<file path="src/hbcr_pkg.sv">
package hbcr_pkg;

    localparam logic OP_LOAD   = 1'b0;
    localparam logic OP_RENDER = 1'b1;

    localparam int MASK_COLS = 64;

    typedef struct packed {
        logic        opcode;
        logic [6:0]  bin_index;
        logic [15:0] bin_count;
        logic [5:0]  row_index;
    } req_word_t;

    typedef struct packed {
        logic [5:0]  row_number;
        logic [6:0]  column_base;
        logic [63:0] black_mask;
        logic        last;
    } rsp_word_t;

    typedef enum logic {
        CMD_LOAD,
        CMD_RENDER
    } cmd_kind_t;

    typedef struct packed {
        cmd_kind_t   kind;
        logic [6:0]  bin_index;
        logic [15:0] bin_count;
        logic [5:0]  row_index;
    } cmd_t;

endpackage

</file>
<file path="src/hbcr_ram.sv">
module hbcr_ram #(
    parameter int WIDTH = 16,
    parameter int DEPTH = 128
) (
    input  logic                     clk,
    input  logic                     wr_en,
    input  logic [$clog2(DEPTH)-1:0] wr_addr,
    input  logic [WIDTH-1:0]         wr_data,
    input  logic [$clog2(DEPTH)-1:0] rd_addr,
    output logic [WIDTH-1:0]         rd_data
);

    logic [WIDTH-1:0] mem [DEPTH];
    logic [WIDTH-1:0] rd_data_reg;

    always_ff @(posedge clk)
    begin
        if (wr_en)
        begin
            mem[wr_addr] <= wr_data;
        end
        rd_data_reg <= mem[rd_addr];
    end

    assign rd_data = rd_data_reg;

endmodule

</file>
<file path="src/hbcr_front.sv">
module hbcr_front #(
    parameter int COLS = 128
) (
    input  logic              clk,
    input  logic              rst_n,
    input  logic              req_valid,
    output logic              req_stall,
    input  hbcr_pkg::req_word_t req,
    output logic              cmd_valid,
    output hbcr_pkg::cmd_t    cmd,
    input  logic              cmd_pop
);

    hbcr_pkg::cmd_t entry_reg [2];
    hbcr_pkg::cmd_t entry_next [2];
    logic           wr_ptr_reg;
    logic           wr_ptr_next;
    logic           rd_ptr_reg;
    logic           rd_ptr_next;
    logic [1:0]     fill_reg;
    logic [1:0]     fill_next;
    logic           take;
    logic           push;
    logic           do_pop;
    hbcr_pkg::cmd_t new_cmd;

    assign req_stall = (fill_reg == 2'd2);
    assign take      = req_valid && !req_stall;

    // Loads to a bin outside the chart are dropped here and never reach the back end.
    always_comb
    begin
        new_cmd.kind      = (req.opcode == hbcr_pkg::OP_RENDER) ? hbcr_pkg::CMD_RENDER
                                                                : hbcr_pkg::CMD_LOAD;
        new_cmd.bin_index = req.bin_index;
        new_cmd.bin_count = req.bin_count;
        new_cmd.row_index = req.row_index;
    end

    assign push      = take && ((req.opcode == hbcr_pkg::OP_RENDER) ||
                                (32'(req.bin_index) < COLS));
    assign cmd_valid = (fill_reg != 2'd0);
    assign cmd       = entry_reg[rd_ptr_reg];
    assign do_pop    = cmd_valid && cmd_pop;

    always_comb
    begin
        entry_next  = entry_reg;
        wr_ptr_next = wr_ptr_reg;
        rd_ptr_next = rd_ptr_reg;
        fill_next   = fill_reg;
        if (push)
        begin
            entry_next[wr_ptr_reg] = new_cmd;
            wr_ptr_next            = !wr_ptr_reg;
        end
        if (do_pop)
        begin
            rd_ptr_next = !rd_ptr_reg;
        end
        if (push && !do_pop)
        begin
            fill_next = fill_reg + 2'd1;
        end
        else if (!push && do_pop)
        begin
            fill_next = fill_reg - 2'd1;
        end
    end

    always_ff @(posedge clk or negedge rst_n)
    begin
        if (!rst_n)
        begin
            wr_ptr_reg <= 1'b0;
            rd_ptr_reg <= 1'b0;
            fill_reg   <= 2'd0;
        end
        else
        begin
            wr_ptr_reg <= wr_ptr_next;
            rd_ptr_reg <= rd_ptr_next;
            fill_reg   <= fill_next;
        end
    end

    always_ff @(posedge clk)
    begin
        entry_reg <= entry_next;
    end

endmodule

</file>
<file path="src/hbcr_back.sv">
module hbcr_back #(
    parameter int ROWS       = 64,
    parameter int COLS       = 128,
    parameter int COUNT_BITS = 16
) (
    input  logic               clk,
    input  logic               rst_n,
    input  logic               cmd_valid,
    input  hbcr_pkg::cmd_t     cmd,
    output logic               cmd_pop,
    output logic               rsp_valid,
    input  logic               rsp_stall,
    output hbcr_pkg::rsp_word_t rsp
);

    localparam int DEPTH = (COLS < 128) ? COLS : 128;
    localparam int AW    = $clog2(DEPTH);
    localparam int RB    = $clog2(ROWS + 2);
    localparam int PW    = COUNT_BITS + RB;
    localparam logic [PW-1:0] ROWS_W = PW'(ROWS);

    typedef enum logic [2:0] {
        S_IDLE,
        S_MULT,
        S_SCAN,
        S_FLUSH,
        S_EMIT
    } state_t;

    state_t              state_reg;
    state_t              state_next;
    logic [COUNT_BITS-1:0] peak_reg;
    logic [COUNT_BITS-1:0] peak_next;
    logic [5:0]          row_reg;
    logic [5:0]          row_next;
    logic [PW-1:0]       thr_reg;
    logic [PW-1:0]       thr_next;
    logic                white_reg;
    logic                white_next;
    logic [6:0]          col_reg;
    logic [6:0]          col_next;
    logic                rd_v_reg;
    logic                rd_v_next;
    logic [6:0]          rd_col_reg;
    logic [6:0]          rd_col_next;
    logic [63:0]         mask_reg;
    logic [63:0]         mask_next;
    hbcr_pkg::rsp_word_t rsp_reg;
    hbcr_pkg::rsp_word_t rsp_next;
    logic                rsp_valid_reg;
    logic                rsp_valid_next;

    logic                  wr_en;
    logic [COUNT_BITS-1:0] load_cnt;
    logic [COUNT_BITS-1:0] rd_data;
    logic [RB-1:0]         factor;
    logic                  black;

    assign load_cnt = COUNT_BITS'(cmd.bin_count);
    assign cmd_pop  = (state_reg == S_IDLE);
    assign wr_en    = cmd_valid && cmd_pop && (cmd.kind == hbcr_pkg::CMD_LOAD);

    hbcr_ram #(
        .WIDTH (COUNT_BITS),
        .DEPTH (DEPTH)
    ) u_bins (
        .clk     (clk),
        .wr_en   (wr_en),
        .wr_addr (cmd.bin_index[AW-1:0]),
        .wr_data (load_cnt),
        .rd_addr (col_reg[AW-1:0]),
        .rd_data (rd_data)
    );

    // A pixel is black when count*ROWS reaches (ROWS+1-row)*peak.
    assign factor = RB'(ROWS + 1) - RB'(row_reg);
    assign black  = rd_v_reg && !white_reg && (32'(rd_col_reg) < DEPTH) &&
                    ((PW'(rd_data) * ROWS_W) >= thr_reg);

    always_comb
    begin
        state_next     = state_reg;
        peak_next      = peak_reg;
        row_next       = row_reg;
        thr_next       = thr_reg;
        white_next     = white_reg;
        col_next       = col_reg;
        rd_v_next      = 1'b0;
        rd_col_next    = rd_col_reg;
        mask_next      = mask_reg;
        rsp_next       = rsp_reg;
        rsp_valid_next = rsp_valid_reg && rsp_stall;

        if (black)
        begin
            mask_next[rd_col_reg[5:0]] = 1'b1;
        end

        unique case (state_reg)
            S_IDLE:
            begin
                if (cmd_valid)
                begin
                    if (cmd.kind == hbcr_pkg::CMD_RENDER)
                    begin
                        row_next   = cmd.row_index;
                        state_next = S_MULT;
                    end
                    else if ((cmd.bin_index == 7'd0) || (load_cnt > peak_reg))
                    begin
                        peak_next = load_cnt;
                    end
                end
            end
            S_MULT:
            begin
                thr_next   = PW'(factor) * PW'(peak_reg);
                white_next = (32'(row_reg) >= ROWS) || (peak_reg == '0);
                col_next   = 7'd0;
                mask_next  = '0;
                state_next = S_SCAN;
            end
            S_SCAN:
            begin
                rd_v_next   = 1'b1;
                rd_col_next = col_reg;
                col_next    = col_reg + 7'd1;
                if (col_reg[5:0] == 6'd63)
                begin
                    state_next = S_FLUSH;
                end
            end
            S_FLUSH:
            begin
                state_next = S_EMIT;
            end
            S_EMIT:
            begin
                if (!rsp_valid_reg || !rsp_stall)
                begin
                    rsp_next.row_number  = row_reg;
                    rsp_next.column_base = {rd_col_reg[6], 6'd0};
                    rsp_next.black_mask  = mask_reg;
                    rsp_next.last        = rd_col_reg[6];
                    rsp_valid_next       = 1'b1;
                    mask_next            = '0;
                    state_next           = rd_col_reg[6] ? S_IDLE : S_SCAN;
                end
            end
            default:
            begin
                state_next = S_IDLE;
            end
        endcase
    end

    always_ff @(posedge clk or negedge rst_n)
    begin
        if (!rst_n)
        begin
            state_reg     <= S_IDLE;
            peak_reg      <= '0;
            row_reg       <= '0;
            thr_reg       <= '0;
            white_reg     <= 1'b1;
            col_reg       <= '0;
            rd_v_reg      <= 1'b0;
            rd_col_reg    <= '0;
            mask_reg      <= '0;
            rsp_reg       <= '0;
            rsp_valid_reg <= 1'b0;
        end
        else
        begin
            state_reg     <= state_next;
            peak_reg      <= peak_next;
            row_reg       <= row_next;
            thr_reg       <= thr_next;
            white_reg     <= white_next;
            col_reg       <= col_next;
            rd_v_reg      <= rd_v_next;
            rd_col_reg    <= rd_col_next;
            mask_reg      <= mask_next;
            rsp_reg       <= rsp_next;
            rsp_valid_reg <= rsp_valid_next;
        end
    end

    assign rsp_valid = rsp_valid_reg;
    assign rsp       = rsp_reg;

endmodule

</file>
<file path="src/histogram_bar_chart_render.sv">
// Histogram bar-chart renderer.
// The request channel (req_valid, req_stall, req) takes one word per handshake. A load word
// writes one bin count and updates the running peak; loading bin 0 restarts the peak. A
// render word names one image row. Loads to a bin outside the chart are dropped.
// The response channel (rsp_valid, rsp_stall, rsp) gives two words per render: a 64-column
// black mask for columns 0 to 63 and then one for columns 64 to 127, the second with last set.
// Request words go into a two-entry queue, so the front side keeps accepting while the back
// end works or while a response waits on a stalled receiver.
// A load is handled in the back end without leaving its idle state. A render first computes the
// threshold multiply, then for each half reads the bin memory one column a cycle, flushes the
// last read and emits that half's response word.
// While rsp_stall is high the response word holds and the back end waits before its next
// response; the queue then fills and req_stall rises.
// Reset clears the peak, the queue and the response register. Bin contents are undefined
// until loaded.
module histogram_bar_chart_render #(
    parameter int ROWS       = 64,
    parameter int COLS       = 128,
    parameter int COUNT_BITS = 16
) (
    input  logic                clk,
    input  logic                rst_n,
    input  logic                req_valid,
    output logic                req_stall,
    input  hbcr_pkg::req_word_t req,
    output logic                rsp_valid,
    input  logic                rsp_stall,
    output hbcr_pkg::rsp_word_t rsp
);

    logic           cmd_valid;
    logic           cmd_pop;
    hbcr_pkg::cmd_t cmd;

    hbcr_front #(
        .COLS (COLS)
    ) u_front (
        .clk       (clk),
        .rst_n     (rst_n),
        .req_valid (req_valid),
        .req_stall (req_stall),
        .req       (req),
        .cmd_valid (cmd_valid),
        .cmd       (cmd),
        .cmd_pop   (cmd_pop)
    );

    hbcr_back #(
        .ROWS       (ROWS),
        .COLS       (COLS),
        .COUNT_BITS (COUNT_BITS)
    ) u_back (
        .clk       (clk),
        .rst_n     (rst_n),
        .cmd_valid (cmd_valid),
        .cmd       (cmd),
        .cmd_pop   (cmd_pop),
        .rsp_valid (rsp_valid),
        .rsp_stall (rsp_stall),
        .rsp       (rsp)
    );

endmodule
</file>
<file path="config.mk">
export PLATFORM = sky130hd
export DESIGN_NAME = histogram_bar_chart_render
export DESIGN_NICKNAME = d
export VERILOG_FILES = /design/src/hbcr_pkg.sv /design/src/hbcr_ram.sv /design/src/hbcr_front.sv /design/src/hbcr_back.sv /design/src/histogram_bar_chart_render.sv
export SDC_FILE = /design/constraint.sdc
export NUM_CORES = 2
export LEC_CHECK = 0
export ABC_AREA = 1
export BUFFER_PORTS_ARGS = -buffer_cell sky130_fd_sc_hd__buf_2
export CELL_PAD_IN_SITES_DETAIL_PLACEMENT = 0
export CELL_PAD_IN_SITES_GLOBAL_PLACEMENT = 1
export CORE_UTILIZATION = 53
export CTS_CLUSTER_DIAMETER = 50
export DETAILED_ROUTE_END_ITERATION = 16
export MAX_ROUTING_LAYER = met4
export PLACE_DENSITY_LB_ADDON = 0.3
export SYNTH_ARGS = -nofsm -noshare
export SYNTH_HDL_FRONTEND = slang
export SYNTH_SLANG_ARGS = --single-unit
</file>
<file path="constraint.sdc">
create_clock -name clk -period 8 [get_ports clk]
set_input_delay 2.4 -clock clk [delete_from_list [all_inputs] [get_ports clk]]
set_output_delay 2.4 -clock clk [all_outputs]
set_load 0.05 [all_outputs]
</file>
==> metrics.yaml <==
worst_hold_slack_ns: 0.478
leakagePower_nw: 45.5
setup_slack_ns: 2.80
dp_hpwl_um: 162000
layout-drive-gt1-share_pct: 7.85
cp.required_ns: 8.75
maxSlewViolCount: 0
grt_pass1_vias: 64600
post-cts-setup-buffers: 0
finalSetupViolCount: 0
fin_cells: 12500
path_class: "flip-flop to flip-flop"
async_reset_ff_share_pct: 8.76
htree_levels: 4
synth_cell_type_count: 48
rsz0062_at_grt: "no"
viasPerCell: 5.52
antenna_found_initial: 3
ctsResizeCount: 0
grt_usage_pct: 30.0
drtPass1Iterations: 6
multiInputGateArea_mm2: 0.0270
crit_path_start_kind: "flip-flop"
timing.rr.start: "u_back.row_reg[1]"
crit_start: "u_back.row_reg[1]"
cap_viol_max_count: 0
fill_cells: 15600
clockBufferDepth: 3
worstSetupEndpointType: "flip-flop"
grt_max_degree: 190
stdcell_area_mm2: 0.112
cts.sinks: 2328
pre_cts_ws_ns: 2.73
gp_congestion: 0.881
crit_path_max_incr_delay_ns: 0.53
ios: 114
rr_worst_depth: 20
ctsHoldBuffers: 0
clk_pin_slew_ns: 0.06
die_h_um: 439
num_rows: 160
power_mw: 41.5
netlist_instances: 9748
ys_seq_area_share_pct: 67.9
path_common_cell: "inv_1"
largest_register_ff_count: 2048
overflow: 0
crit_fanout: 14
setup_tns_ns: 0
register_area_mm2: 0.0687
finalCritPeriodShare_pct: 65.0
synth-seq-cells: 2328
ant_nets: 0
regToRegEndpoint: "u_back.thr_reg[19]"
worst_skew_pair.late_latency_ns: 0.89
cts-root-buf: "clkbuf_16"
reg2reg_setup_slack_ns: 2.80
grt_first_pass_wirelength_um: 417000
max-slew-margin-rel_pct: 17.9
synthFlopType: "edfxtp_1"
synth-edff-count: 2108
worstPathCellList: "inv_1 > ha_1 > nand4_1 > nand2_1 > nor2_1 > fa_1 > inv_1 > fa_1 > inv_1 > fa_1 > inv_1 > fa_1 > inv_1 > ha_1 > a21oi_1 > o21ai_0 > a21oi_1 > nand4_1 > nand3_1 > nand2_1"
num-nets-final: 9983
portBuffers: 107
ys_warn_count: 0
hold_viol: 0
die-area_mm2: 0.193
power.density_mw_per_mm2: 370
initial_core_util_pct: 53.3
dp.cells: 12100
fmax_mhz: 192
wirelength_um: 283000
cp_slowest_cell: "fa_1"
vias: 69100
drt_iter0_drc: 8258
hold_class: "flip-flop to flip-flop"
syn_to_final_growth_pct: 11.0
final_util_pct: 59.1
die_x_um: 439
crit_path_end: "u_back.thr_reg[19]"
core_mm2: 0.190
drc_errors: 0
syn_avg_cell_area_um2: 10.4
placed_cell_area_mm2: 0.105
mappedNetlistArea_mm2: 0.101
post_drt_wl_per_cell_um: 22.6
numCtsBuffers: 239
fin_skew_ns: 0.0341
worst_pin_slew_ns: 1.23
timing.final.crit_period_ns: 5.20
cts_tree: "built"
ir_worst_vdd_v: 0.000320
arrival_ns: 5.95
outcome: "complete, no violations"
-- cell families after synthesis --
group | after synthesis | share of synthesized area [%]
muxes | 1 | 0.00989
and+or+nand+nor | 5095 | 20.3
adders and majority gates | 145 | 2.30
buffers and inverters | 1429 | 5.62
DFF | 2328 | 67.9
other | 1 | 0.00371
AOI/OAI and AO/OA | 734 | 3.69
xor gates and xnor gates | 15 | 0.130
-- final cells by class --
class,count,area share (%)
Inverter,918,3.09
Sequential cell,2328,61.2
Antenna cell,2,0.00446
Clock inverter,145,1.14
Timing Repair Buffer,321,2.08
Multi-Input combinational cell,5996,24.0
Clock buffer,301,5.66
Tap cell,2511,2.80
-- critical path, delay by kind of cell (launching register included) --
family                     cells  cell delay (ns)
AOI/OAI and AO/OA              3             0.81
adders and majority gates      6             2.55
buffers and inverters          5             0.32
DFF                            1             0.38
and+or+nand+nor                6             1.03
-- synthesized netlist by cell type, types with 4 or more instances --
cell type	number	area (um2)
a21oi_1	237	1190
nor2_1	1139	4280
nand2_2	13	81.3
inv_1	909	3410
nand4_1	13	81.3
nor3_1	10	50.1
o21ai_2	7	61.3
buf_2	209	1050
nor4_1	4	25.0
or2_1	6	37.5
a31oi_1	7	43.8
clkbuf_1	247	927
buf_1	45	169
xnor2_1	13	114
fa_1	69	1380
buf_4	7	52.6
dfxtp_1	16	320
nand3_1	913	4570
dfrtp_1	203	5080
ha_1	76	951
edfxtp_1	2108	63300
o21ai_0	458	2290
nand2_1	2934	11000
or2_2	50	313
inv_2	6	22.5
o21ai_1	15	75.1
-- where the power goes --
part | internal, mW | total, mW | switching [mW]
logic | 3.61 | 14.9 | 11.3
clock network | 6.19 | 10.9 | 4.70
registers | 15.3 | 15.7 | 0.358
total | 25.1 | 41.5 | 16.4
-- worst min-delay path by stage --
stage                           start                end  slack, ns  cells after the start
floorplan           u_back.thr_reg[3]  u_back.thr_reg[3]       0.44                      2
global placement    u_back.thr_reg[3]  u_back.thr_reg[3]       0.45                      2
detailed placement  u_back.thr_reg[1]  u_back.thr_reg[1]       0.47                      2
CTS                 u_back.thr_reg[1]  u_back.thr_reg[1]       0.48                      2
global route           u_back.rsp[45]     u_back.rsp[45]       0.49                      2
finish                 u_back.rsp[51]     u_back.rsp[51]       0.48                      2
-- per-layer routing --
layer | GRT usage [%] | wire length (um)
met1 | 42.4 | 121000
met2 | 44.8 | 130000
met3 | 4.51 | 23000
met4 | 9.51 | 8820
met5 | - | 0
-- cell usage in the layout (no fill, tap or decap), drive strengths merged, types with 3 or more instances in the layout --
cell type	Yosys	final
bufinv	0	18
conb	1	6
fa	69	69
nand2	2949	2949
o21ai	480	480
nor4	4	4
nor2	1142	1142
nand3	914	914
dfxtp	16	16
o21a	3	3
clkbuf	247	302
nand4	13	13
ha	76	76
edfxtp	2108	2108
clkinv	3	114
inv	915	929
or2	57	57
dfrtp	203	203
nor3	12	12
nand3b	3	3
a21oi	237	237
buf	264	320
a31oi	7	7
xnor2	13	13
Note: power is estimated with default switching activity, not from simulation.
